$ cat config.mk
export PLATFORM = sky130hd
export DESIGN_NAME = mma_mac
export DESIGN_NICKNAME = d
export VERILOG_FILES = /design/src/rtl/mma_pkg.sv /design/src/rtl/mma_mac.sv
export SDC_FILE = /design/constraint.sdc
export NUM_CORES = 2
export LEC_CHECK = 0
export CORE_UTILIZATION = 62
export DETAILED_ROUTE_END_ITERATION = 10
export DONT_BUFFER_PORTS = 1
export PLACE_DENSITY = 0.81
export SLEW_MARGIN = 20
export SYNTH_ARGS = -nofsm -noshare
export SYNTH_HDL_FRONTEND = slang
export SYNTH_SLANG_ARGS = --single-unit
$ cat constraint.sdc
create_clock -name i_clk -period 7.8 [get_ports i_clk]
set_input_delay 0.39 -clock i_clk [delete_from_list [all_inputs] [get_ports i_clk]]
set_output_delay 0.39 -clock i_clk [all_outputs]
set_load 0.1 [all_outputs]
$ cat src/rtl/mma_pkg.sv
// shared constants, codes and types of the matrix multiply-accumulate core
package mma_pkg;

    localparam int MAX_DIM_DEF = 48;

    localparam int SIZE_W = 6;
    localparam logic [SIZE_W-1:0] SIZE_RESET = 6'd48;

    localparam int OP_W   = 3;
    localparam int IDX_IN_W = 6;
    localparam int AB_W   = 32;
    localparam int C_W    = 64;

    localparam int IN_TDATA_W  = 112;
    localparam int OUT_TDATA_W = 72;

    localparam logic [OP_W-1:0] OP_LOAD_A  = 3'd0;
    localparam logic [OP_W-1:0] OP_LOAD_B  = 3'd1;
    localparam logic [OP_W-1:0] OP_LOAD_C  = 3'd2;
    localparam logic [OP_W-1:0] OP_COMPUTE = 3'd3;
    localparam logic [OP_W-1:0] OP_READ_C  = 3'd4;

    localparam logic KIND_DONE = 1'b0;
    localparam logic KIND_READ = 1'b1;

    localparam int ST_W = 3;
    localparam logic [ST_W-1:0] ST_IDLE  = 3'd0;
    localparam logic [ST_W-1:0] ST_READ  = 3'd1;
    localparam logic [ST_W-1:0] ST_RUN   = 3'd2;
    localparam logic [ST_W-1:0] ST_DRAIN = 3'd3;
    localparam logic [ST_W-1:0] ST_FIN   = 3'd4;

    localparam logic signed [C_W-1:0] C_MAX = {1'b0, {(C_W-1){1'b1}}};
    localparam logic signed [C_W-1:0] C_MIN = {1'b1, {(C_W-1){1'b0}}};

    typedef struct packed {
        logic valid;
        logic first;
        logic last;
    } t_mac_ctl;

endpackage

$ cat src/rtl/mma_mac.sv
// shared multiplier and saturating accumulator with the sticky saturation flag
module mma_mac import mma_pkg::*; (
    input  logic                  i_clk,
    input  logic                  i_rst_n,
    input  t_mac_ctl              i_ctl,
    input  logic signed [AB_W-1:0] i_a,
    input  logic signed [AB_W-1:0] i_b,
    input  logic signed [C_W-1:0]  i_c,
    input  logic                  i_clr_sat,
    output logic                  o_wr,
    output logic signed [C_W-1:0]  o_sum,
    output logic                  o_sat
);

    t_mac_ctl              r_ctl1;
    t_mac_ctl              r_ctl2;
    logic signed [C_W-1:0] r_prod;
    logic signed [C_W-1:0] r_acc;
    logic signed [C_W-1:0] n_acc;
    logic                  r_sat;
    logic [C_W:0]          sum_ext;
    logic                  ovf;

    // one extra bit shows the overflow of the signed add
    always_comb begin
        sum_ext = {r_prod[C_W-1], r_prod} + {r_acc[C_W-1], r_acc};
        ovf     = sum_ext[C_W] != sum_ext[C_W-1];
        if (ovf) begin
            n_acc = sum_ext[C_W] ? C_MIN : C_MAX;
        end else begin
            n_acc = sum_ext[C_W-1:0];
        end
    end

    always_ff @(posedge i_clk) begin
        if (!i_rst_n) begin
            r_ctl1 <= '0;
            r_ctl2 <= '0;
            r_sat  <= 1'b0;
        end else begin
            r_ctl1 <= i_ctl;
            r_ctl2 <= r_ctl1;
            if (i_clr_sat) begin
                r_sat <= 1'b0;
            end else if (r_ctl2.valid && ovf) begin
                r_sat <= 1'b1;
            end
        end
    end

    // memory data lines up with r_ctl1
    always_ff @(posedge i_clk) begin
        if (r_ctl1.valid) begin
            r_prod <= i_a * i_b;
        end
        if (r_ctl2.valid) begin
            r_acc <= n_acc;
        end else if (r_ctl1.valid && r_ctl1.first) begin
            r_acc <= i_c;
        end
    end

    assign o_wr  = r_ctl2.valid && r_ctl2.last;
    assign o_sum = n_acc;
    assign o_sat = r_sat;

endmodule

==> flow_metrics.py <==
metrics = {
    "run_status": {
        "outcome": "finished clean",
    },
    "cts": {
        "cts.hold.buffers_added": 0,
        "cts_tree": "done",
        "cts.htree.levels": 4,
        "cts_inserted_buffers": 17,
        "insertion_delay_ns": 0.44,
        "cts_buffer_depth": 2,
        "clock_sinks": 134,
        "post-cts-setup-buffers": 0,
        "post_cts_resized": 0,
        "cts_root_buffer": "clkbuf_16",
        "path_clk_slew_ns": 0.06,
    },
    "detailed_routing": {
        "avgRoutedWirePerCell_um": 21.6,
        "drtPass1Iterations": 9,
        "drc": 0,
        "wirelength_um": 122000,
        "drt_iter0_drc": 2706,
        "viasPerCell": 5.90,
        "num_vias": 33415,
        "antenna_left": 0,
    },
    "sta": {
        "max_freq_ghz": 0.136,
        "finClkSkew_ns": 0.0182,
        "hold_ws_ns": 0.0261,
        "slew_viol_final": 0,
        "fin_crit_ns": 7.37,
        "fin_crit_sh": 0.945,
        "worst_pin_slew_ns": 1.16,
        "maxSlewHeadroom": 0.227,
        "hold_viol_final": 0,
        "rsz0062_at_grt": "false",
        "setup_viol": 0,
    },
    "synth": {
        "synthCells": 4868,
        "yosysSeqAreaShare": 0.0872,
        "syn_area_sq_um": 45400,
        "syn_avg_cell_area_sq_um": 9.34,
        "ys_seq_elements": 134,
        "synth.distinct_cells": 81,
        "async_flop_share": 0,
        "syn-num-nets": 6333,
        "ys_warn_count": 0,
        "synth_edf_count": 128,
        "synthFlopType": "edfxtp_1",
    },
    "finish": {
        "nFillCells": 5687,
        "ff_latch_area_sq_um": 3970,
        "final_area_sq_um": 46900,
        "drive_gt1_frac": 0.0467,
        "num-nets-final": 6165,
        "areaGrowthSynthToFinish_pct": 3.15,
        "final_common_cell": "fa_1",
        "layout_common_cells": "1081 x fa_1, 1070 x inv_1, 612 x nand2_1",
        "fin_cells": 5663,
        "multi_input_area_sq_um": 36600,
    },
    "global_routing": {
        "grt_max_degree": 72,
        "overflow": 0,
        "first_global_vias": 36764,
        "grt_pass1_wl_um": 198000,
        "track_usage": 0.345,
        "antenna_found_initial": 3,
    },
    "min_path": {
        "holdPathStages": 1,
        "hp-class": "in2reg",
    },
    "setup_path": {
        "critPathArrivalTime_ns": 7.56,
        "path_class": "in2reg",
        "path_max_fanout": 32,
        "cp-start-kind": "input port",
        "endpoint_kind": "register",
        "rr_worst_depth": 14,
        "worstPathRequired_ns": 7.99,
        "r2r_slack_ns": 2.01,
    },
    "place": {
        "placed_area_sq_um": 46300,
        "hpwl_um": 96900,
        "gp_congestion": 0.982,
        "io_buffer_count": 0,
        "dp.cells": 5631,
    },
    "floorplan": {
        "design.core.area_sq_um": 72000,
        "num_rows": 98,
        "die_w_um": 273,
        "dieHeight_um": 273,
        "pin_count": 200,
        "die_area_sq_um": 74400,
        "start_util": 0.631,
    },
    "run": {
        "cap_viol_max_count": 0,
    },
}
## cells in the mapped netlist (7+ instances only)
cell type / instances / share of area
fa_1: 1083 / 0.48
inv_1: 1070 / 0.088
nand2_1: 613 / 0.051
and2_1: 509 / 0.070
ha_1: 248 / 0.068
clkbuf_1: 230 / 0.019
a21oi_1: 172 / 0.019
nor2_1: 148 / 0.012
edfxtp_1: 128 / 0.085
xnor2_1: 91 / 0.018
o21ai_0: 87 / 0.0096
a21o_1: 53 / 0.0088
xor2_1: 39 / 0.0075
mux2_2: 32 / 0.0079
nand3_1: 28 / 0.0031
nand4_1: 27 / 0.0037
o21bai_1: 27 / 0.0045
nand2b_1: 25 / 0.0034
o22ai_1: 24 / 0.0033
nor3_1: 22 / 0.0024
o21a_1: 16 / 0.0026
a31oi_1: 14 / 0.0019
nor2b_1: 14 / 0.0019
buf_2: 11 / 0.0012
a211oi_1: 10 / 0.0017
o211ai_1: 10 / 0.0017
or3_1: 10 / 0.0014
and3_1: 8 / 0.0011
a221oi_1: 7 / 0.0013
o21ai_1: 7 / 0.00077
o31ai_1: 7 / 0.0012
## worst paths after layout
kind / to / startpoint
setup / recovery: r_prod[58] / i_b[2]
hold / removal: o_sat / i_clr_sat
setup reg to reg: r_acc[27] / r_acc[0]
hold reg to reg: r_ctl2[0] / r_ctl1[0]
## cell families after synthesis
kind of cell,share of synthesized area
buffers and inverters,0.111
multiplexers,0.00826
AND/OR/NAND/NOR,0.155
flip-flops,0.0872
AO/OA/AOI/OAI,0.0677
adder cells (fa/ha/maj),0.546
XOR/XNOR,0.0254
## routing by layer
metal,track usage,vias to the layer above,share of wire
met1,0.444,17113,0.38
met4,0.152,0,0.051
li1,-,14226,-
met5,0,-,0
met2,0.577,1670,0.48
met3,0.0568,406,0.087
## worst max-delay path, stage by stage
cell	delay, ns
nand2_1	0.09
inv_1	0.09
fa_1	0.50
inv_1	0.08
fa_1	0.53
inv_1	0.09
fa_2	0.60
inv_1	0.12
fa_1	0.54
inv_1	0.05
fa_1	0.49
inv_1	0.05
fa_1	0.56
fa_1	0.45
fa_1	0.50
inv_1	0.04
ha_1	0.30
and3_1	0.22
nand3_1	0.13
o221ai_1	0.14
a21o_1	0.20
a221oi_1	0.28
nand2_1	0.12
a41oi_1	0.36
o211ai_1	0.13
a21o_1	0.21
buf_4	0.13
xnor2_1	0.11
## stage by stage
stage / setup TNS, ns / util / setup WS (ns)
floorplan: -0.0146 / - / -0.0146
global placement: 0 / 0.643 / 0.0849
detailed placement: 0 / 0.643 / 0.00873
CTS: 0 / 0.651 / 0.443
global route: 0 / 0.651 / 0.0237
finish: 0 / 0.651 / 0.428
## layout make-up
type	count	share of cell area
clock buffers	17	0.00907
well taps	950	0.0254
repair buffers	64	0.0105
flip-flops and latches	134	0.0846
diodes	1	0.0000534
multi-input cells	3413	0.782
clock inverters	14	0.00318
inverters	1070	0.0857
## flip-flops by register name, indices dropped and copies added, names as in the netlist
signal  count
o_sat       1
r_acc      64
r_ctl1      3
r_ctl2      2
r_prod     64
Power is not shown: default switching activity piles up to over one toggle a cycle in this logic, so the estimate is an artifact.
