`config.mk`:
```
export PLATFORM = sky130hd
export DESIGN_NAME = mma_seq
export DESIGN_NICKNAME = d
export VERILOG_FILES = /design/src/rtl/mma_pkg.sv /design/src/rtl/mma_seq.sv
export SDC_FILE = /design/constraint.sdc
export NUM_CORES = 1
export LEC_CHECK = 0
export BUFFER_PORTS_ARGS = -buffer_cell sky130_fd_sc_hd__buf_2
export CAP_MARGIN = 10
export CORE_ASPECT_RATIO = 0.75
export CORE_MARGIN = 1
export CORE_UTILIZATION = 56
export DETAILED_ROUTE_END_ITERATION = 8
export PLACE_DENSITY = 0.91
export SLEW_MARGIN = 0
export SYNTH_ARGS = -nofsm -noshare
export SYNTH_HDL_FRONTEND = slang
export SYNTH_SLANG_ARGS = --single-unit
```
`constraint.sdc`:
```
create_clock -name i_clk -period 5.2 [get_ports i_clk]
set_input_delay 1.56 -clock i_clk [delete_from_list [all_inputs] [get_ports i_clk]]
set_output_delay 1.56 -clock i_clk [all_outputs]
set_load 0.01 [all_outputs]
```
`src/rtl/mma_pkg.sv`:
```
// shared constants, codes and types of the matrix multiply-accumulate core
package mma_pkg;

    localparam int MAX_DIM_DEF = 48;

    localparam int SIZE_W = 6;
    localparam logic [SIZE_W-1:0] SIZE_RESET = 6'd48;

    localparam int OP_W   = 3;
    localparam int IDX_IN_W = 6;
    localparam int AB_W   = 32;
    localparam int C_W    = 64;

    localparam int IN_TDATA_W  = 112;
    localparam int OUT_TDATA_W = 72;

    localparam logic [OP_W-1:0] OP_LOAD_A  = 3'd0;
    localparam logic [OP_W-1:0] OP_LOAD_B  = 3'd1;
    localparam logic [OP_W-1:0] OP_LOAD_C  = 3'd2;
    localparam logic [OP_W-1:0] OP_COMPUTE = 3'd3;
    localparam logic [OP_W-1:0] OP_READ_C  = 3'd4;

    localparam logic KIND_DONE = 1'b0;
    localparam logic KIND_READ = 1'b1;

    localparam int ST_W = 3;
    localparam logic [ST_W-1:0] ST_IDLE  = 3'd0;
    localparam logic [ST_W-1:0] ST_READ  = 3'd1;
    localparam logic [ST_W-1:0] ST_RUN   = 3'd2;
    localparam logic [ST_W-1:0] ST_DRAIN = 3'd3;
    localparam logic [ST_W-1:0] ST_FIN   = 3'd4;

    localparam logic signed [C_W-1:0] C_MAX = {1'b0, {(C_W-1){1'b1}}};
    localparam logic signed [C_W-1:0] C_MIN = {1'b1, {(C_W-1){1'b0}}};

    typedef struct packed {
        logic valid;
        logic first;
        logic last;
    } t_mac_ctl;

endpackage

```
`src/rtl/mma_seq.sv`:
```
// sequencer: walks i, j, k over the product and issues store addresses
module mma_seq import mma_pkg::*; #(
    parameter int MAX_DIM = MAX_DIM_DEF
) (
    input  logic                              i_clk,
    input  logic                              i_rst_n,
    input  logic                              i_go_compute,
    input  logic                              i_go_read,
    input  logic [$clog2(MAX_DIM+1)-1:0]      i_dim,
    input  logic                              i_wr_done,
    output logic [ST_W-1:0]                   o_state,
    output t_mac_ctl                          o_ctl,
    output logic [$clog2(MAX_DIM*MAX_DIM)-1:0] o_addr_a,
    output logic [$clog2(MAX_DIM*MAX_DIM)-1:0] o_addr_b,
    output logic [$clog2(MAX_DIM*MAX_DIM)-1:0] o_addr_c
);

    localparam int ADDR_W = $clog2(MAX_DIM*MAX_DIM);
    localparam int IDX_W  = $clog2(MAX_DIM);
    localparam int DIM_W  = $clog2(MAX_DIM+1);

    logic [ST_W-1:0]  r_state;
    logic [ST_W-1:0]  n_state;
    logic [IDX_W-1:0] r_i;
    logic [IDX_W-1:0] r_j;
    logic [IDX_W-1:0] r_k;
    logic [IDX_W-1:0] n_i;
    logic [IDX_W-1:0] n_j;
    logic [IDX_W-1:0] n_k;
    logic [DIM_W-1:0] dim_m1;
    logic             k_last;
    logic             j_last;
    logic             i_last;

    assign dim_m1 = i_dim - DIM_W'(1);
    assign k_last = DIM_W'(r_k) == dim_m1;
    assign j_last = DIM_W'(r_j) == dim_m1;
    assign i_last = DIM_W'(r_i) == dim_m1;

    always_comb begin
        n_state = r_state;
        n_i     = r_i;
        n_j     = r_j;
        n_k     = r_k;
        unique case (r_state)
            ST_IDLE: begin
                n_i = '0;
                n_j = '0;
                n_k = '0;
                if (i_go_compute) begin
                    n_state = (i_dim == '0) ? ST_FIN : ST_RUN;
                end else if (i_go_read) begin
                    n_state = ST_READ;
                end
            end
            ST_READ: n_state = ST_IDLE;
            ST_RUN: begin
                if (k_last) begin
                    n_state = ST_DRAIN;
                end else begin
                    n_k = r_k + IDX_W'(1);
                end
            end
            ST_DRAIN: begin
                // wait for the element's final sum to be written back
                if (i_wr_done) begin
                    n_k     = '0;
                    n_state = ST_RUN;
                    if (j_last) begin
                        n_j = '0;
                        if (i_last) begin
                            n_state = ST_FIN;
                        end else begin
                            n_i = r_i + IDX_W'(1);
                        end
                    end else begin
                        n_j = r_j + IDX_W'(1);
                    end
                end
            end
            ST_FIN:  n_state = ST_IDLE;
            default: n_state = ST_IDLE;
        endcase
    end

    always_ff @(posedge i_clk) begin
        if (!i_rst_n) begin
            r_state <= ST_IDLE;
            r_i     <= '0;
            r_j     <= '0;
            r_k     <= '0;
        end else begin
            r_state <= n_state;
            r_i     <= n_i;
            r_j     <= n_j;
            r_k     <= n_k;
        end
    end

    always_comb begin
        o_ctl.valid = r_state == ST_RUN;
        o_ctl.first = r_k == '0;
        o_ctl.last  = k_last;
    end

    assign o_state  = r_state;
    assign o_addr_a = ADDR_W'(r_i) * ADDR_W'(MAX_DIM) + ADDR_W'(r_k);
    assign o_addr_b = ADDR_W'(r_k) * ADDR_W'(MAX_DIM) + ADDR_W'(r_j);
    assign o_addr_c = ADDR_W'(r_i) * ADDR_W'(MAX_DIM) + ADDR_W'(r_j);

endmodule

```
==> metrics <==
status=finished, final reports clean; Core Region=0.00420 mm2; global-route wire length before repair=~9000 um; Reg2Reg Launch Point=r_j[2]; Syn. warnings=0; Synth Area in Adders=around 17%; syn nets=339; Die Width=approximately 80 um; largest net degree at the start of global routing=17; Simple-Gate Fraction of Synth Area=about a fifth; number of max-cap violations=0; Num CTS Buffers=3; critical path class=in2out; fin area=0.00279 mm2; Min Clock Period, post-route=5.05 ns; CTS root buffer=clkbuf_8; total congestion overflow=0; P_leak=~0.0014 uW; Total Routed Length=around 5500 um; largest family of logic cells by synthesized area=XOR/XNOR gates; Mapped Cells=between 200 and 300; Worst Hold Depth=2; post-CTS sizing=0; Avg WL per Cell=around 14 um; worst endpoint data arrival time=between 3 and 4 ns; First DRT Iteration DRCs=around 100; Post-layout nets=roughly 380; DRC=0; Pwr Density=about 160 mW/mm2; Via density=about 5.6; reg2reg end=r_i[1]; commonest non-fill, non-tap cell in the layout=buf_2; layout cells sized above 1=about a fifth; post-synthesis sequential area ratio=between 10% and 20%; worst vdd ir=just under 0.2 mV; vias=roughly 2,200; clk buf depth=2; skew final=roughly 0.0036 ns; startpoint type of the worst setup path=input port; # rows=20; Final ANT Viol Nets=0; io pins=53; top_reg_cell synth=dfxtp_1; Synth cell types=51; RSZ-0062 raised after global routing=false; HPWL after DPL=approximately 4500 um; final worst-path cycle share=97.1%; Post-CTS Hold Buffers=0; hold_sp=r_k[2]; highest clock rate=just under 0.2 GHz; final setup fails=0; clock slew at the register clock pins of the worst setup and hold paths=about 0.080 ns; Placer Congestion=0.814; CP required=about 3.6 ns; total die area=0.00484 mm2; Compound-Gate Fraction of Synth Area=14.1%; vias in the first global route=1,964; Pre-Repair DR Iteration Count=4; register-to-register setup slack=roughly 2.8 ns; Cell Area, Synth=0.00256 mm2; DIE HEIGHT=60.5 um; H-tree Lvls=1; PortBufs=between 50 and 60; overall global routing resource usage=roughly a quarter; most frequent cells in the layout=buf_2 (52), ha_1 (26), xnor2_1 (24); Hold Crit Endpoint=r_k[2]; Worst Hold Class=reg2reg; worst slew pin tran=0.672 ns; ys async rst share=0%; CP endpoint kind=output pin; r2r worst-path depth=6; Setup TNS=0 ns; post-CTS setup buffer count=0; placed instance area=~0.0027 mm2; CP Max Fanout=7; antenna violations before repair=0; final hold vios=0; Skew-Pair Late Insertion Delay=0.26 ns; Final Slew Violations=0; TritonCTS clock tree=built; Area Growth Syn to Fin=9.30%; Synth Register Bits=21; Slew Limit Headroom=about 55%; number of flops mapped to enable cells by yosys=0; diode count=0; Synth Area per Inst=around 8.6 um2; post-synthesis mux area share=1.57%; xor and xnor area share after synthesis=22.0%; Clock Sinks=21; Initial Util=between 60 and 70%
[worst max path at each step]
stage	slack, ns	to	from
2_1_floorplan	0.43	o_ctl[0]	i_dim[0]
3_3_place_gp	0.28	o_ctl[0]	i_dim[0]
3_5_place_dp	0.19	o_ctl[0]	i_dim[0]
4_1_cts	0.17	o_ctl[0]	i_dim[0]
5_1_grt	0.02	o_ctl[0]	i_dim[0]
6_report	0.15	o_ctl[0]	i_dim[0]
[cell usage after synthesis (3+ instances only)]
cell type	count	area, um2
a21oi_1	23	115
and3_1	3	18.8
xnor2_1	24	210
nand2b_1	4	25.0
nor2_1	19	71.3
xor2_1	17	149
or3_1	4	25.0
nor3b_1	3	22.5
o21ai_1	4	20.0
nand4_1	6	37.5
dfxtp_1	21	420
nand3b_1	3	22.5
inv_1	22	82.6
o21ai_0	4	20.0
fa_1	5	100
and2_1	5	31.3
xnor3_1	8	180
a21o_1	4	30.0
clkbuf_1	4	15.0
mux2i_1	4	40.0
nor3_1	5	25.0
o22ai_1	3	18.8
nand3_1	13	65.1
buf_4	14	105
nor2b_1	6	37.5
nand2_1	14	52.6
ha_1	26	325
[per-layer routing]
| metal | share of wire [%] | up-vias | GRT usage (%) |
|---|---|---|---|
| met3 | 5.4 | 6 | 3.16 |
| met1 | 47 | 1012 | 32.4 |
| met5 | 0 | - | 0 |
| met2 | 46 | 69 | 41.8 |
| met4 | 0.89 | 0 | 5.10 |
| li1 | - | 1098 | - |
[power by group]
part           switching [uW]  internal, uW
combinational            82.7          63.0
clock                    54.6          54.6
sequential               16.8           169
total                     154           286
[cell type report]
type | instances | area [um2]
clock buffer | 4 | 45.0
fill | 350 | 1410
inverter | 23 | 86.3
multi-input combinational | 233 | 1910
sequential | 21 | 420
tap | 55 | 68.8
timing repair buffer | 52 | 260
[cells by family after synthesis]
group / count (synthesis)
xor gates and xnor gates: 50
adders and majority gates: 31
DFF: 21
AOI/OAI and AO/OA: 54
muxes: 4
and+or+nand+nor: 94
buffers and inverters: 43
[registers in the layout, indices dropped and copies added (netlist names)]
| register | cells |
|---|---|
| o_state | 3 |
| r_i | 6 |
| r_j | 6 |
| r_k | 6 |
[critical path, stage by stage]
cell	delay, ns
buf_2	0.17
inv_1	0.12
ha_1	0.25
nor3b_2	0.32
xnor3_1	0.26
or4_1	0.48
nor2_1	0.18
buf_2	0.15
[per-stage QoR]
| step | power [uW] | worst slack (ns) | hold WS (ns) | utilization (%) | std cells |
|---|---|---|---|---|---|
| 3_3_place_gp | 328 | 0.277 | 0.571 | 65.4 | 384 |
| 4_1_cts | 441 | 0.171 | 0.591 | 66.5 | 388 |
| 2_1_floorplan | 299 | 0.427 | 0.528 | - | 297 |
| 3_5_place_dp | 333 | 0.187 | 0.582 | 65.4 | 384 |
| 6_report | 440 | 0.151 | 0.600 | 66.5 | 388 |
| 5_1_grt | 466 | 0.0226 | 0.639 | 66.5 | 388 |
Power figures use the tool's default switching activity.
